**config.mk**
```make
export PLATFORM = sky130hd
export DESIGN_NAME = wufq_ram
export DESIGN_NICKNAME = d
export VERILOG_FILES = /design/src/rtl/wufq_ram.sv
export SDC_FILE = /design/constraint.sdc
export NUM_CORES = 1
export LEC_CHECK = 0
export ABC_AREA = 1
export BUFFER_PORTS_ARGS = -buffer_cell sky130_fd_sc_hd__buf_2
export CORE_MARGIN = 2
export CORE_UTILIZATION = 45
export CTS_CLUSTER_DIAMETER = 30
export DETAILED_ROUTE_END_ITERATION = 12
export SYNTH_ARGS = -nofsm -noshare
export SYNTH_HDL_FRONTEND = slang
export SYNTH_SLANG_ARGS = --single-unit
```
**constraint.sdc**
```tcl
create_clock -name clk -period 1.4 [get_ports clk]
set_input_delay 0.28 -clock clk [delete_from_list [all_inputs] [get_ports clk]]
set_output_delay 0.28 -clock clk [all_outputs]
set_load 0.02 [all_outputs]
```
**src/rtl/wufq_ram.sv**
```systemverilog
module wufq_ram #(
    parameter int WIDTH = 8,
    parameter int DEPTH = 16,
    localparam int AW = $clog2(DEPTH)
) (
    input  logic             clk,
    input  logic             we,
    input  logic [AW-1:0]    waddr,
    input  logic [WIDTH-1:0] wdata,
    input  logic [AW-1:0]    raddr,
    output logic [WIDTH-1:0] rdata
);

    logic [WIDTH-1:0] mem [DEPTH];

    always_ff @(posedge clk)
    begin
        if (we)
        begin
            mem[waddr] <= wdata;
        end
        rdata <= mem[raddr];
    end

endmodule

```
==> flow_summary.yaml, run 1 <==
drt:
  drtPass1Iterations: 5
  wl_mm: 12.79
  first_iter_violations: 293
  routedWlPerCell_um: 16.28
  ant_nets: 0
  num_vias: 3863
  drc_errors: 0
  vias_per_cell: 4.915
finish:
  fin_nets: 619
  area_growth_pct: 19.85
  design_area_sq_um: 6912
  antenna_cells: 0
  instances_no_fill: 786
  final_util_pct: 54.99
  drive_gt1_share_pct: 14.01
  n_fill_cell: 1051
timing:
  tightest_slew_ns: 0.3834
  fin_crit_sh_pct: 92.72
  rsz0062_at_grt: "false"
  setup_viol: 0
  period_minus_slack_ns: 1.298
  tns_ns: 0
  max_freq_mhz: 770.4
  hold_viol_final: 0
  finalMaxSlewViolations: 0
  timing.slew.headroom_pct: 74.44
  skew_ns: 0.007125
  setup_ws_ns: 0.1020
  holdWs_ns: 0.2581
global_route:
  grt_pass1_wl_mm: 20.28
  grt_usage_pct: 20.96
  grt_pass1_vias: 3806
  grt_max_degree: 44
  grt_overflow: 0
  antenna_found_initial: 0
critical_path:
  worstPathRequired_ns: 1.12
  reg2regPathDepth: 6
  max_stage_delay_ns: 0.39
  startpoint_type: "flip-flop"
  worst_ep_arrival_time_ns: 1.02
  path_cells: "buf_2"
  crit_cells: 1
  crit_type: "reg -> out"
  slowest_stage: "dfxtp_1"
  cp-end-kind: "output pin"
  critPathBufInv: 1
  critical-path-top-delay-family: "flip-flops"
  cp_max_fo: 1
clocking:
  cts_buffer_depth: 2
  cts_buffers: 17
  h-tree-depth: 4
  ctsHoldBuffers: 0
  clk_latency_ns: 0.42
  clkSinkCount: 136
  postCtsSetupBuffers: 0
  cts_tree: "done"
  ctsResizeCount: 0
  root_buffer: "clkbuf_16"
  clkSlewWorstSetupHoldPaths_ns: 0.06
power:
  intPower_mw: 8.252
  seq_power_share_pct: 44.4
  pwr-share-clk_pct: 49.7
  sw_frac_of_total_pct: 19.98
  power_leakage_nw: 3.014
  power_mw: 10.31
  combPwrFrac_pct: 5.9
  p_per_area_nw_per_um2: 1492
  p_switching_mw: 2.060
  ir_drop_v: 0.0009189
placed_design:
  io_buffers: 25
  dpl_worst_slack_ns: 0.006732
  gp_congestion: 0.8651
  dp_cells: 754
  dp_hpwl_mm: 8.269
  placed_area_sq_um: 6228
synth:
  synth_warnings: 0
  synthCells: 551
  seq_area_frac_synth_pct: 69.43
  syn_avg_cell_area_sq_um: 10.47
  synth-seq-cells: 136
  netlist_area_sq_um: 5767
  syn-num-nets: 569
  ys_types: 12
worst_hold_path:
  hp-class: "in -> reg"
  holdPathStages: 4
run_status:
  outcome: "finished, final reports clean"
floorplanning:
  start_util_pct: 45.88
  ios: 26
  die_height_um: 117.2
  dieArea_sq_um: 13740
  coreArea_sq_um: 12570
  rows: 41
  fp.dieW_um: 117.2
flow_run:
  maxCapViolCount: 0
## cells in the mapped netlist
library cell	instances	share of area, %
nand2_1	173	11
dfxtp_1	8	2.8
nand3b_1	2	0.26
inv_2	2	0.13
edfxtp_1	128	67
buf_2	13	1.1
nor2_1	17	1.1
nand3_1	97	8.4
buf_1	1	0.065
buf_4	4	0.52
buf_6	6	1.2
inv_1	100	6.5
## metal layers
layer,wire length [um],global-route usage (%),part of all wire (%),up-vias
met5,0,0,0,-
met4,255,9.490,2.0,0
met3,756,6.385,5.9,14
met2,6133,32.57,48,117
met1,5649,27.27,44,1861
li1,-,-,-,1871
## cell families (layout without fill, tap and decap cells)
| group | Yosys count | after routing | share of synthesized area (%) |
|---|---|---|---|
| and+or+nand+nor | 289 | 289 | 21.05 |
| DFF | 136 | 136 | 69.43 |
| buffers and inverters | 126 | 189 | 9.525 |
## layout by cell type, fill, tap and decap left out
cell          n
buf_2        25
edfxtp_1    128
nor2_1       17
dfxtp_1       8
bufinv_16     7
clkinv_4      1
nand2_1     173
clkinv_1      1
buf_4        25
clkinv_2      1
nand3b_1      2
inv_2         2
clkinvlp_4    3
inv_1       100
buf_12        5
clkbuf_1      2
clkbuf_16    17
nand3_1      97
## layout make-up
cell class | count | area, sq um | share of cell area [%]
clock inverter | 13 | 250.2 | 3.621
clock buffer | 19 | 432.9 | 6.264
timing repair buffer | 55 | 412.9 | 5.974
tap | 172 | 215.2 | 3.114
multi-input combinational | 289 | 1214 | 17.56
inverter | 102 | 382.9 | 5.539
sequential | 136 | 4004 | 57.93
## final timing paths
path,startpoint,end,slack [ns]
setup reg to reg,mem[0][5],rdata[5],0.38
hold reg to reg,mem[2][0],rdata[0],0.68
setup / recovery,rdata[0],rdata[0],0.10
hold / removal,raddr[2],rdata[1],0.26
## power groups by stage
stage / combinational [mW] / sequential [mW] / clock (mW)
floorplan: 0.321 / 4.69 / 0
global placement: 0.600 / 4.66 / 0
detailed placement: 0.609 / 4.67 / 0
CTS: 0.612 / 4.58 / 5.23
global route: 0.679 / 4.59 / 5.40
finish: 0.609 / 4.58 / 5.12
## sequential cells by signal (all words and copies together) (netlist names)
signal and cells:
mem 128, rdata 8
Note: power is estimated with default switching activity, not from simulation.
==> run 2: changes to the inputs <==
==> constraint.sdc (replaced) <==
create_clock -name clk -period 1.4 [get_ports clk]
set_input_delay 0.21 -clock clk [delete_from_list [all_inputs] [get_ports clk]]
set_output_delay 0.21 -clock clk [all_outputs]
set_load 0.02 [all_outputs]
==> flow_summary.yaml, run 2 (synthesis gave the netlist of run 1 again) <==
floorplanning:
  fp.dieW_um: 117.2
  ios: 26
  start_util_pct: 45.88
  coreArea_sq_um: 12570
  rows: 41
  die_height_um: 117.2
  dieArea_sq_um: 13740
finish:
  final_cell_mix: "nand2_1 (173), edfxtp_1 (128), inv_1 (100), nand3_1 (97), buf_4 (26)"
  final_util_pct: 53.75
  fin_nets: 620
  area_growth_pct: 17.14
  top_register: "mem"
  final_common_cell: "nand2_1"
  largestRegisters: "mem x128, rdata x8"
  drive_gt1_share_pct: 13.19
  n_fill_cell: 1126
  instances_no_fill: 786
  largest_reg_flops: 128
  antenna_cells: 0
critical_path:
  critPathBufInv: 1
  startpoint_type: "flip-flop"
  slowest_stage: "dfxtp_1"
  crit_type: "reg -> out"
  critical-path-top-delay-family: "flip-flops"
  crit_cells: 1
  path_cells: "buf_2"
  worstPathRequired_ns: 1.19
  reg2reg_from: "mem[1][5]"
  cp-end-kind: "output pin"
  r2r_slack_ns: 0.42
  cp_max_fo: 1
  reg2regPathDepth: 6
  max_stage_delay_ns: 0.39
  r2r-end: "rdata[5]"
  worst_ep_arrival_time_ns: 1.00
global_route:
  grt_overflow: 0
  antenna_found_initial: 0
  grt_usage_pct: 20.51
  grt_pass1_vias: 3772
  grt_pass1_wl_mm: 20.06
  grt_max_degree: 45
drt:
  first_iter_violations: 258
  ant_nets: 0
  drtPass1Iterations: 5
  wl_mm: 12.54
  drc_errors: 0
  routedWlPerCell_um: 15.96
  vias_per_cell: 4.795
  num_vias: 3769
flow_run:
  maxCapViolCount: 0
placed_design:
  gp_congestion: 0.8383
  dp_hpwl_mm: 8.259
  dpl_worst_slack_ns: 0.06694
  io_buffers: 25
  dp_cells: 755
worst_hold_path:
  hp-class: "in -> reg"
  hold_end: "mem[2][4]"
  holdPathStages: 1
  min_from: "wdata[4]"
clocking:
  clkSlewWorstSetupHoldPaths_ns: 0.05
  cts_buffers: 17
  clk_latency_ns: 0.41
  root_buffer: "clkbuf_16"
  cts_buffer_depth: 2
  ctsResizeCount: 0
  ctsHoldBuffers: 0
  h-tree-depth: 4
  cts_tree: "done"
  postCtsSetupBuffers: 0
  clkSinkCount: 136
timing:
  period_minus_slack_ns: 1.212
  tightest_slew_ns: 0.3700
  max_freq_mhz: 825.4
  hold_viol_final: 0
  fin_crit_sh_pct: 86.54
  finalMaxSlewViolations: 0
  tns_ns: 0
  setup_viol: 0
  rsz0062_at_grt: "false"
  skew_ns: 0.005866
  timing.slew.headroom_pct: 75.34
  setup_ws_ns: 0.1885
power:
  power_leakage_nw: 2.955
  power_mw: 9.147
  p_per_area_nw_per_um2: 1354
  ir_drop_v: 0.0007642
run_status:
  outcome: "finished, final reports clean"
-- run 2: report_power, final --
group | switching (mW) | internal [mW] | total [mW]
Combinational | 0.407 | 0.191 | 0.598
Sequential | 0.0301 | 4.55 | 4.58
Clock | 1.51 | 2.46 | 3.96
Total | 1.95 | 7.20 | 9.15
-- run 2: area by class of cell --
| type | count | area [sq um] | area share, % |
|---|---|---|---|
| sequential | 136 | 4004 | 59.27 |
| multi-input combinational | 289 | 1214 | 17.97 |
| clock buffer | 25 | 465.4 | 6.890 |
| timing repair buffer | 56 | 420.4 | 6.223 |
| inverter | 102 | 382.9 | 5.668 |
| tap | 172 | 215.2 | 3.186 |
| clock inverter | 6 | 53.80 | 0.7964 |
-- run 2: worst max path at each step --
stage,slack [ns],from,endpoint
5_1_grt,0.16,rdata[0],rdata[0]
3_5_place_dp,0.07,raddr[1],rdata[0]
6_report,0.19,rdata[0],rdata[0]
2_1_floorplan,0.24,waddr[2],mem[10][0]
4_1_cts,0.16,rdata[0],rdata[0]
3_3_place_gp,0.07,raddr[1],rdata[0]
-- run 2: layer usage --
metal / global-route usage (%) / vias up / wire, um
met3: 4.789 / 21 / 619
met5: 0 / - / 0
met1: 26.29 / 1772 / 5469
li1: - / 1871 / -
met2: 33.18 / 105 / 6150
met4: 9.647 / 0 / 305
-- run 2: metrics by stage --
stage,hold WS [ns],area [sq um]
finish,0.1915,6755
detailed placement,0.6136,6236
global placement,0.6115,6236
floorplan,0.3089,5767
CTS,0.1713,6755
global route,0.1942,6755
