==> config.mk <==
export PLATFORM = sky130hd
export DESIGN_NAME = wufq_alu
export DESIGN_NICKNAME = d
export VERILOG_FILES = /design/src/rtl/wufq_pkg.sv /design/src/rtl/wufq_alu.sv
export SDC_FILE = /design/constraint.sdc
export NUM_CORES = 1
export LEC_CHECK = 0
export BUFFER_PORTS_ARGS = -buffer_cell sky130_fd_sc_hd__buf_4
export CORE_AREA = 2 2 44 46
export DETAILED_ROUTE_END_ITERATION = 6
export DIE_AREA = 0 0 46 48
export PLACE_DENSITY = 0.8
export SYNTH_ARGS = -nofsm -noshare
export SYNTH_HDL_FRONTEND = slang
export SYNTH_SLANG_ARGS = --single-unit
==> constraint.sdc <==
create_clock -name vclk -period 3.05
set_input_delay 0.305 -clock vclk [all_inputs]
set_output_delay 0.305 -clock vclk [all_outputs]
set_load 0.03 [all_outputs]
==> src/rtl/wufq_pkg.sv <==
package wufq_pkg;

    localparam int NUM_ELEMENTS = 4096;
    localparam int IDX_W  = 12;
    localparam int OFF_W  = 12;
    localparam int SIZE_W = 13;
    localparam int GAP_W  = 13;
    localparam int ALU_W  = 13;

    localparam logic CMD_MERGE = 1'b0;
    localparam logic CMD_QUERY = 1'b1;

    typedef logic alu_op_t;
    localparam alu_op_t ALU_ADD = 1'b0;
    localparam alu_op_t ALU_SUB = 1'b1;

endpackage

==> src/rtl/wufq_alu.sv <==
module wufq_alu (
    input  wufq_pkg::alu_op_t            op,
    input  logic [wufq_pkg::ALU_W-1:0]   x,
    input  logic [wufq_pkg::ALU_W-1:0]   y,
    output logic [wufq_pkg::ALU_W-1:0]   res
);

    import wufq_pkg::*;

    always_comb
    begin
        case (op)
            ALU_ADD: res = x + y;
            ALU_SUB: res = x - y;
            default: res = x + y;
        endcase
    end

endmodule

==> results of run 1 <==
worst min-delay path, delay by kind of cell:
family                   cells  cell delay [ps]
buffers and inverters        2              250
adder cells (fa/ha/maj)      1              170
timing repair:
action                                  CTS  global route
buffers inserted                          0             3
pin swaps                                 1            12
endpoints found under the setup margin    1             4
gates resized for setup                   2            24
gates cloned                              0             0
layer usage:
layer	part of all wire (%)	vias up	global-route usage, %
li1	-	507	-
met1	40	447	24.6
met2	53	35	42.5
met3	4.5	6	0.755
met4	2.0	0	1.71
met5	0	-	0
metrics by stage:
| stage | instance area, um2 | std cells | hold WS [ps] | setup TNS, ps | setup WS [ps] |
|---|---|---|---|---|---|
| after CTS | 1210 | 174 | 1030 | -97.3 | -97.3 |
| after global routing | 1340 | 177 | 1040 | -320 | -186 |
| after global placement | 1200 | 174 | 1020 | 0 | 17.1 |
| after floorplan | 840 | 112 | 835 | 0 | 15.0 |
| final | 1340 | 177 | 1030 | -78.8 | -78.8 |
| after detailed placement | 1200 | 174 | 1010 | -104 | -104 |
path summary, 6_finish.rpt:
check                 start  endpoint  slack, ps  cells past startpoint
worst max-delay path   y[0]   res[11]        -80                     14
worst min-delay path   x[1]    res[1]       1030                      3
placed cells by master (no fill, tap or decap), types with 2 or more instances in the layout:
master / instances
ha_2: 2
a21oi_2: 6
o21ai_2: 2
nand2_1: 5
ha_1: 10
nor2b_1: 2
nor2_1: 15
o21ai_1: 6
a21o_1: 6
nor3_1: 2
inv_1: 4
xnor2_2: 2
nor2_2: 2
xor2_1: 4
mux2i_1: 2
buf_6: 4
a21oi_1: 4
xnor2_1: 15
buf_4: 44
power by group:
group | internal, uW | switching (uW)
sequential | 0 | 0
combinational | 224 | 289
clock | 0 | 0
total | 224 | 289
cell families after synthesis:
kind of cell	after synthesis	share of synthesized area (%)
XOR/XNOR	21	23.0
adder cells (fa/ha/maj)	14	22.0
AND/OR/NAND/NOR	34	22.4
buffers and inverters	7	3.16
multiplexers	2	2.41
AO/OA/AOI/OAI	34	27.1
area by class of cell:
class | count | area share, %
tap | 17 | 1.59
timing repair buffer | 49 | 29.2
inverter | 6 | 1.87
multi-input combinational | 105 | 67.3
cell usage after synthesis (all sizes together):
master / instances
nor2: 17
xnor2: 17
ha: 13
a21oi: 11
o21ai: 9
a21o: 6
inv: 6
nand2: 5
xor2: 4
a211oi: 2
mux2i: 2
nor2b: 2
nor3: 2
nor4: 2
or4b: 2
a21boi: 1
a31oi: 1
and3: 1
buf: 1
fa: 1
nand3: 1
nand4: 1
nor3b: 1
o2111ai: 1
o21a: 1
o21bai: 1
o41ai: 1
==> qor.txt, run 1 <==
Placed wire-length estimate -> 1970 um
Total global-route track usage -> 20.8%
DR pass1 iterations -> 4
Pwr Density -> 384 mW/mm2
Placer Congestion -> 0.923
Req. time, crit path -> 2740 ps
Vias -> 995
Mapped Nets -> 153
First-pass GRT wire length -> 3500 um
HP Class -> in2out
Top Family by Delay on Critical Path -> simple AND/OR/NAND/NOR gates
Row cnt -> 15
Register area share after synthesis -> 0%
Initial antenna violation count -> 0
Die area -> 0.00221 mm2
Total power -> 513 uW
Register area -> 0 um2
CP max-delay cell -> or4b_4
FFs & Latches -> 0
Area leader, netlist -> ha_1
Synth Instances -> 112
Startpoint types -> primary input
Share of layout cells above drive strength 1 -> 46.3%
Synth unique cells -> 33
Slew @ Worst Pin -> 389 ps
Critical Path Max Stage Delay -> 490 ps
Starting Density -> 49.3%
Crit path cell chain -> buf_8 -> inv_4 -> ha_4 -> or4b_4 -> nor4_4 -> nor2_1 -> xnor2_1 -> ha_2 -> buf_6 -> a21oi_4 -> o21ai_2 -> o41ai_4 -> xnor2_2 -> buf_6
Final cell utilization of the core -> 79.0%
Die width -> 46 um
WS Path Type -> in2out
Slew headroom -> 74.1%
Fill cells -> 114
Port Buf Inserts -> 40
Clock buffers -> 0
Lkg Pwr -> 0.000623 uW
Ports -> 40
DRT Wirelength -> 2500 um
Top cells by area, synth -> ha_1, xnor2_1, nor2_1
Vias in the first global route -> 864
Core area -> 0.00169 mm2
Hold_buf cts -> 0
Peak VDD IR -> 384 uV
Die height -> 48 um
P&R area growth vs syn -> 60.5%
Failing checks -> setup timing
RSZ-0062 raised after global routing -> yes
Nets -> 203
Most frequent CP cell -> buf_6
Post-route ant nets -> 0
Number of DRC markers in iteration 0 -> 4
Outcome -> finished with violations
Post-route DRC -> 0
Syn Area/Cell -> 7.43 um2
Drt via density -> 5.62
Setup ws final -> -78.8 ps
Pin count of the biggest net entering global routing -> 13
Synth warnings -> 0
Area of the multi-input gates -> 898 um2
Crit path DAT -> 2820 ps
Final Hold Viols -> 0
Crit path buf inv count -> 4
Max-cap violations -> 0
Post-Syn Area -> 832 um2
Post-layout min period -> 3130 ps
Setup violations, final -> 1
Final period utilization -> 103%
Final Max Tran Viols -> 0
N_diodes -> 0
CP Capture Type -> output port
Crit path max fanout -> 5
Area share of the largest cell type after synthesis -> 19.5%
DR WL/cell -> 14.1 um
Grt ovf -> 0
Fmax -> 0.320 GHz
(Power assumes the default switching activity.)
==> run 2, diff against run 1 <==
Settings changed: ABC_AREA set to 1, CAP_MARGIN set to 20, CORE_AREA 2 2 44 46 to 2 2 48 50, DIE_AREA 0 0 46 48 to 0 0 50 52, PLACE_DENSITY 0.8 to 0.77.
==> qor.txt, run 2 <==
Placed wire-length estimate -> 2250 um (+14%)
Register area -> 0 um2 (unchanged)
Starting Density -> 47.3% (-2.0 points)
Post-route ant nets -> 0 (unchanged)
Post-Syn Area -> 996 um2 (+20%)
DRT Wirelength -> 2470 um (-1.1%)
N_diodes -> 0 (unchanged)
Worst slack, placed -> 453 ps (+557 ps)
# Post-CTS Setup Buffers -> 0 (unchanged)
Die height -> 52 um (+8.3%)
Crit path DAT -> 2280 ps (-540 ps)
DR pass1 iterations -> 4 (unchanged)
Outcome -> completed
Synth warnings -> 0 (unchanged)
Placer Congestion -> 0.856 (-7.3%)
Setup TNS -> 0 ps (+78.8 ps)
Fill cells -> 220 (+93%)
Synth Instances -> 180 (+61%)
Startpoint types -> primary input
Slew @ Worst Pin -> 539 ps (+151 ps)
Commonest non-fill, non-tap cell in the layout -> nand2_1
Port Buf Inserts -> 40 (unchanged)
P_int -> 181 uW (-19%)
Initial antenna violation count -> 0 (unchanged)
Clk network pwr share -> 0% (unchanged)
Synth unique cells -> 24 (-27%)
Sw power -> 282 uW (-2.2%)
Post-layout min period -> 2590 ps (-542 ps)
CP Launch Point -> y[0]
Grt ovf -> 0 (unchanged)
Crit path max fanout -> 4 (-1)
Vias in the first global route -> 1050 (+22%)
Share of layout cells above drive strength 1 -> 24.2% (-22 points)
Cts repair resizes -> 0 (-2)
Vias -> 1174 (+18%)
Ports -> 40 (unchanged)
Core area -> 0.00211 mm2 (+25%)
Die area -> 0.00260 mm2 (+18%)
Register area share after synthesis -> 0% (unchanged)
Max-cap violations -> 0 (unchanged)
Post-route DRC -> 0 (unchanged)
WS Path Type -> in2out
Peak VDD IR -> 192 uV (-50%)
Final Hold Viols -> 0 (unchanged)
DR WL/cell -> 10.0 um (-29%)
Fmax -> 0.387 GHz (+21%)
Final period utilization -> 84.8% (-18 points)
Row cnt -> 17 (+2)
Pin count of the biggest net entering global routing -> 9 (-4)
Area share of the largest cell type after synthesis -> 19.2% (-0.33 points)
Slew headroom -> 63.7% (-10 points)
Top cells by count, synth -> nand2_1, inv_1, nor2_1
Lkg Pwr -> 0.000776 uW (+25%)
Req. time, crit path -> 2740 ps (about the same)
Clock buffers -> 0 (unchanged)
Final Max Tran Viols -> 0 (unchanged)
Nets -> 262 (+29%)
Pwr Density -> 349 mW/mm2 (-9.1%)
Die width -> 50 um (+8.7%)
Number of DRC markers in iteration 0 -> 21 (+17)
Most common cell in the netlist -> nand2_1
Comb power frac -> 100.0% (about the same)
FFs & Latches -> 0 (unchanged)
Switching Fraction -> 61.0% (+4.7 points)
Total global-route track usage -> 19.5% (-1.3 points)
P&R area growth vs syn -> 33.2%
Mapped Nets -> 221 (+44%)
Area leader, netlist -> nand2_1
RSZ-0062 raised after global routing -> no
Flop pwr share -> 0% (unchanged)
Top cells by area, synth -> nand2_1, ha_1, inv_1
Setup ws final -> 463 ps (+542 ps)
HP Class -> in2out
Most frequent cells in the layout -> nand2_1, buf_4, inv_1
Drt via density -> 4.75 (-15%)
First-pass GRT wire length -> 4150 um (+19%)
Syn Area/Cell -> 5.53 um2 (-26%)
Hold_buf cts -> 0 (unchanged)
Critical hold path startpoint -> y[0]
Setup violations, final -> 0 (-1)
CP Capture Type -> output port
## run 2: cell types whose count changed after synthesis, moves of 3 or more
cell / previous run / this run
o21ai_1: 8 / 2
inv_1: 6 / 32
xnor2_1: 16 / 6
xor2_1: 4 / 11
a21o_1: 6 / 0
o21ai_0: 1 / 5
nand2_1: 5 / 51
nor2_1: 16 / 19
nand3_1: 1 / 12
## run 2: power by group through the flow
stage / Sequential [uW] / Clock (uW) / Combinational (uW)
after floorplan: 0 / 0 / 316
after detailed placement: 0 / 0 / 464
after global placement: 0 / 0 / 456
final: 0 / 0 / 463
after global routing: 0 / 0 / 507
after CTS: 0 / 0 / 465
## run 2: cell families after synthesis
kind of cell / count (synthesis) / share of synthesized area, %
adders and majority gates: 14 / 18.3
xor gates and xnor gates: 17 / 14.9
AOI/OAI and AO/OA: 21 / 12.4
buffers and inverters: 35 / 13.3
and+or+nand+nor: 93 / 41.0
## run 2: worst max-delay path, cell delays in order
cell	delay, ps
buf_4	100
inv_1	40
ha_1	270
o21ai_0	440
fa_1	370
nand3_2	130
nand2_4	120
nand3_2	60
nand2_1	80
xor2_1	180
buf_4	190
## run 2: layout make-up
class / count / area (um2) / share of cell area (%)
Multi-Input combinational cell: 145 / 863 / 65.1
Timing Repair Buffer: 40 / 300 / 22.6
Tap cell: 28 / 35.0 / 2.64
Inverter: 34 / 128 / 9.62
## run 2: path summary, 6_finish.rpt
kind,slack [ps],cells after the start,end
max,460,11,res[6]
min,1040,4,res[0]
## run 2: stage by stage
| step | hold WS, ps | total power (uW) | std cells | utilization (%) | cell area [um2] |
|---|---|---|---|---|---|
| 2_1_floorplan | 835 | 316 | 180 | - | 996 |
| 3_3_place_gp | 1010 | 456 | 247 | 63.0 | 1330 |
| 3_5_place_dp | 1040 | 464 | 247 | 63.0 | 1330 |
| 4_1_cts | 1040 | 465 | 247 | 63.0 | 1330 |
| 5_1_grt | 1060 | 507 | 247 | 63.0 | 1330 |
| 6_report | 1040 | 463 | 247 | 63.0 | 1330 |
## run 2: layer usage
layer	GRT usage, %	part of all wire, %	vias to the layer above	routed length, um
met2	39.7	52	20	1290
met1	24.0	46	510	1130
li1	-	-	644	-
met5	0	0	-	0
met3	0	2.1	0	52
met4	0	0	0	0
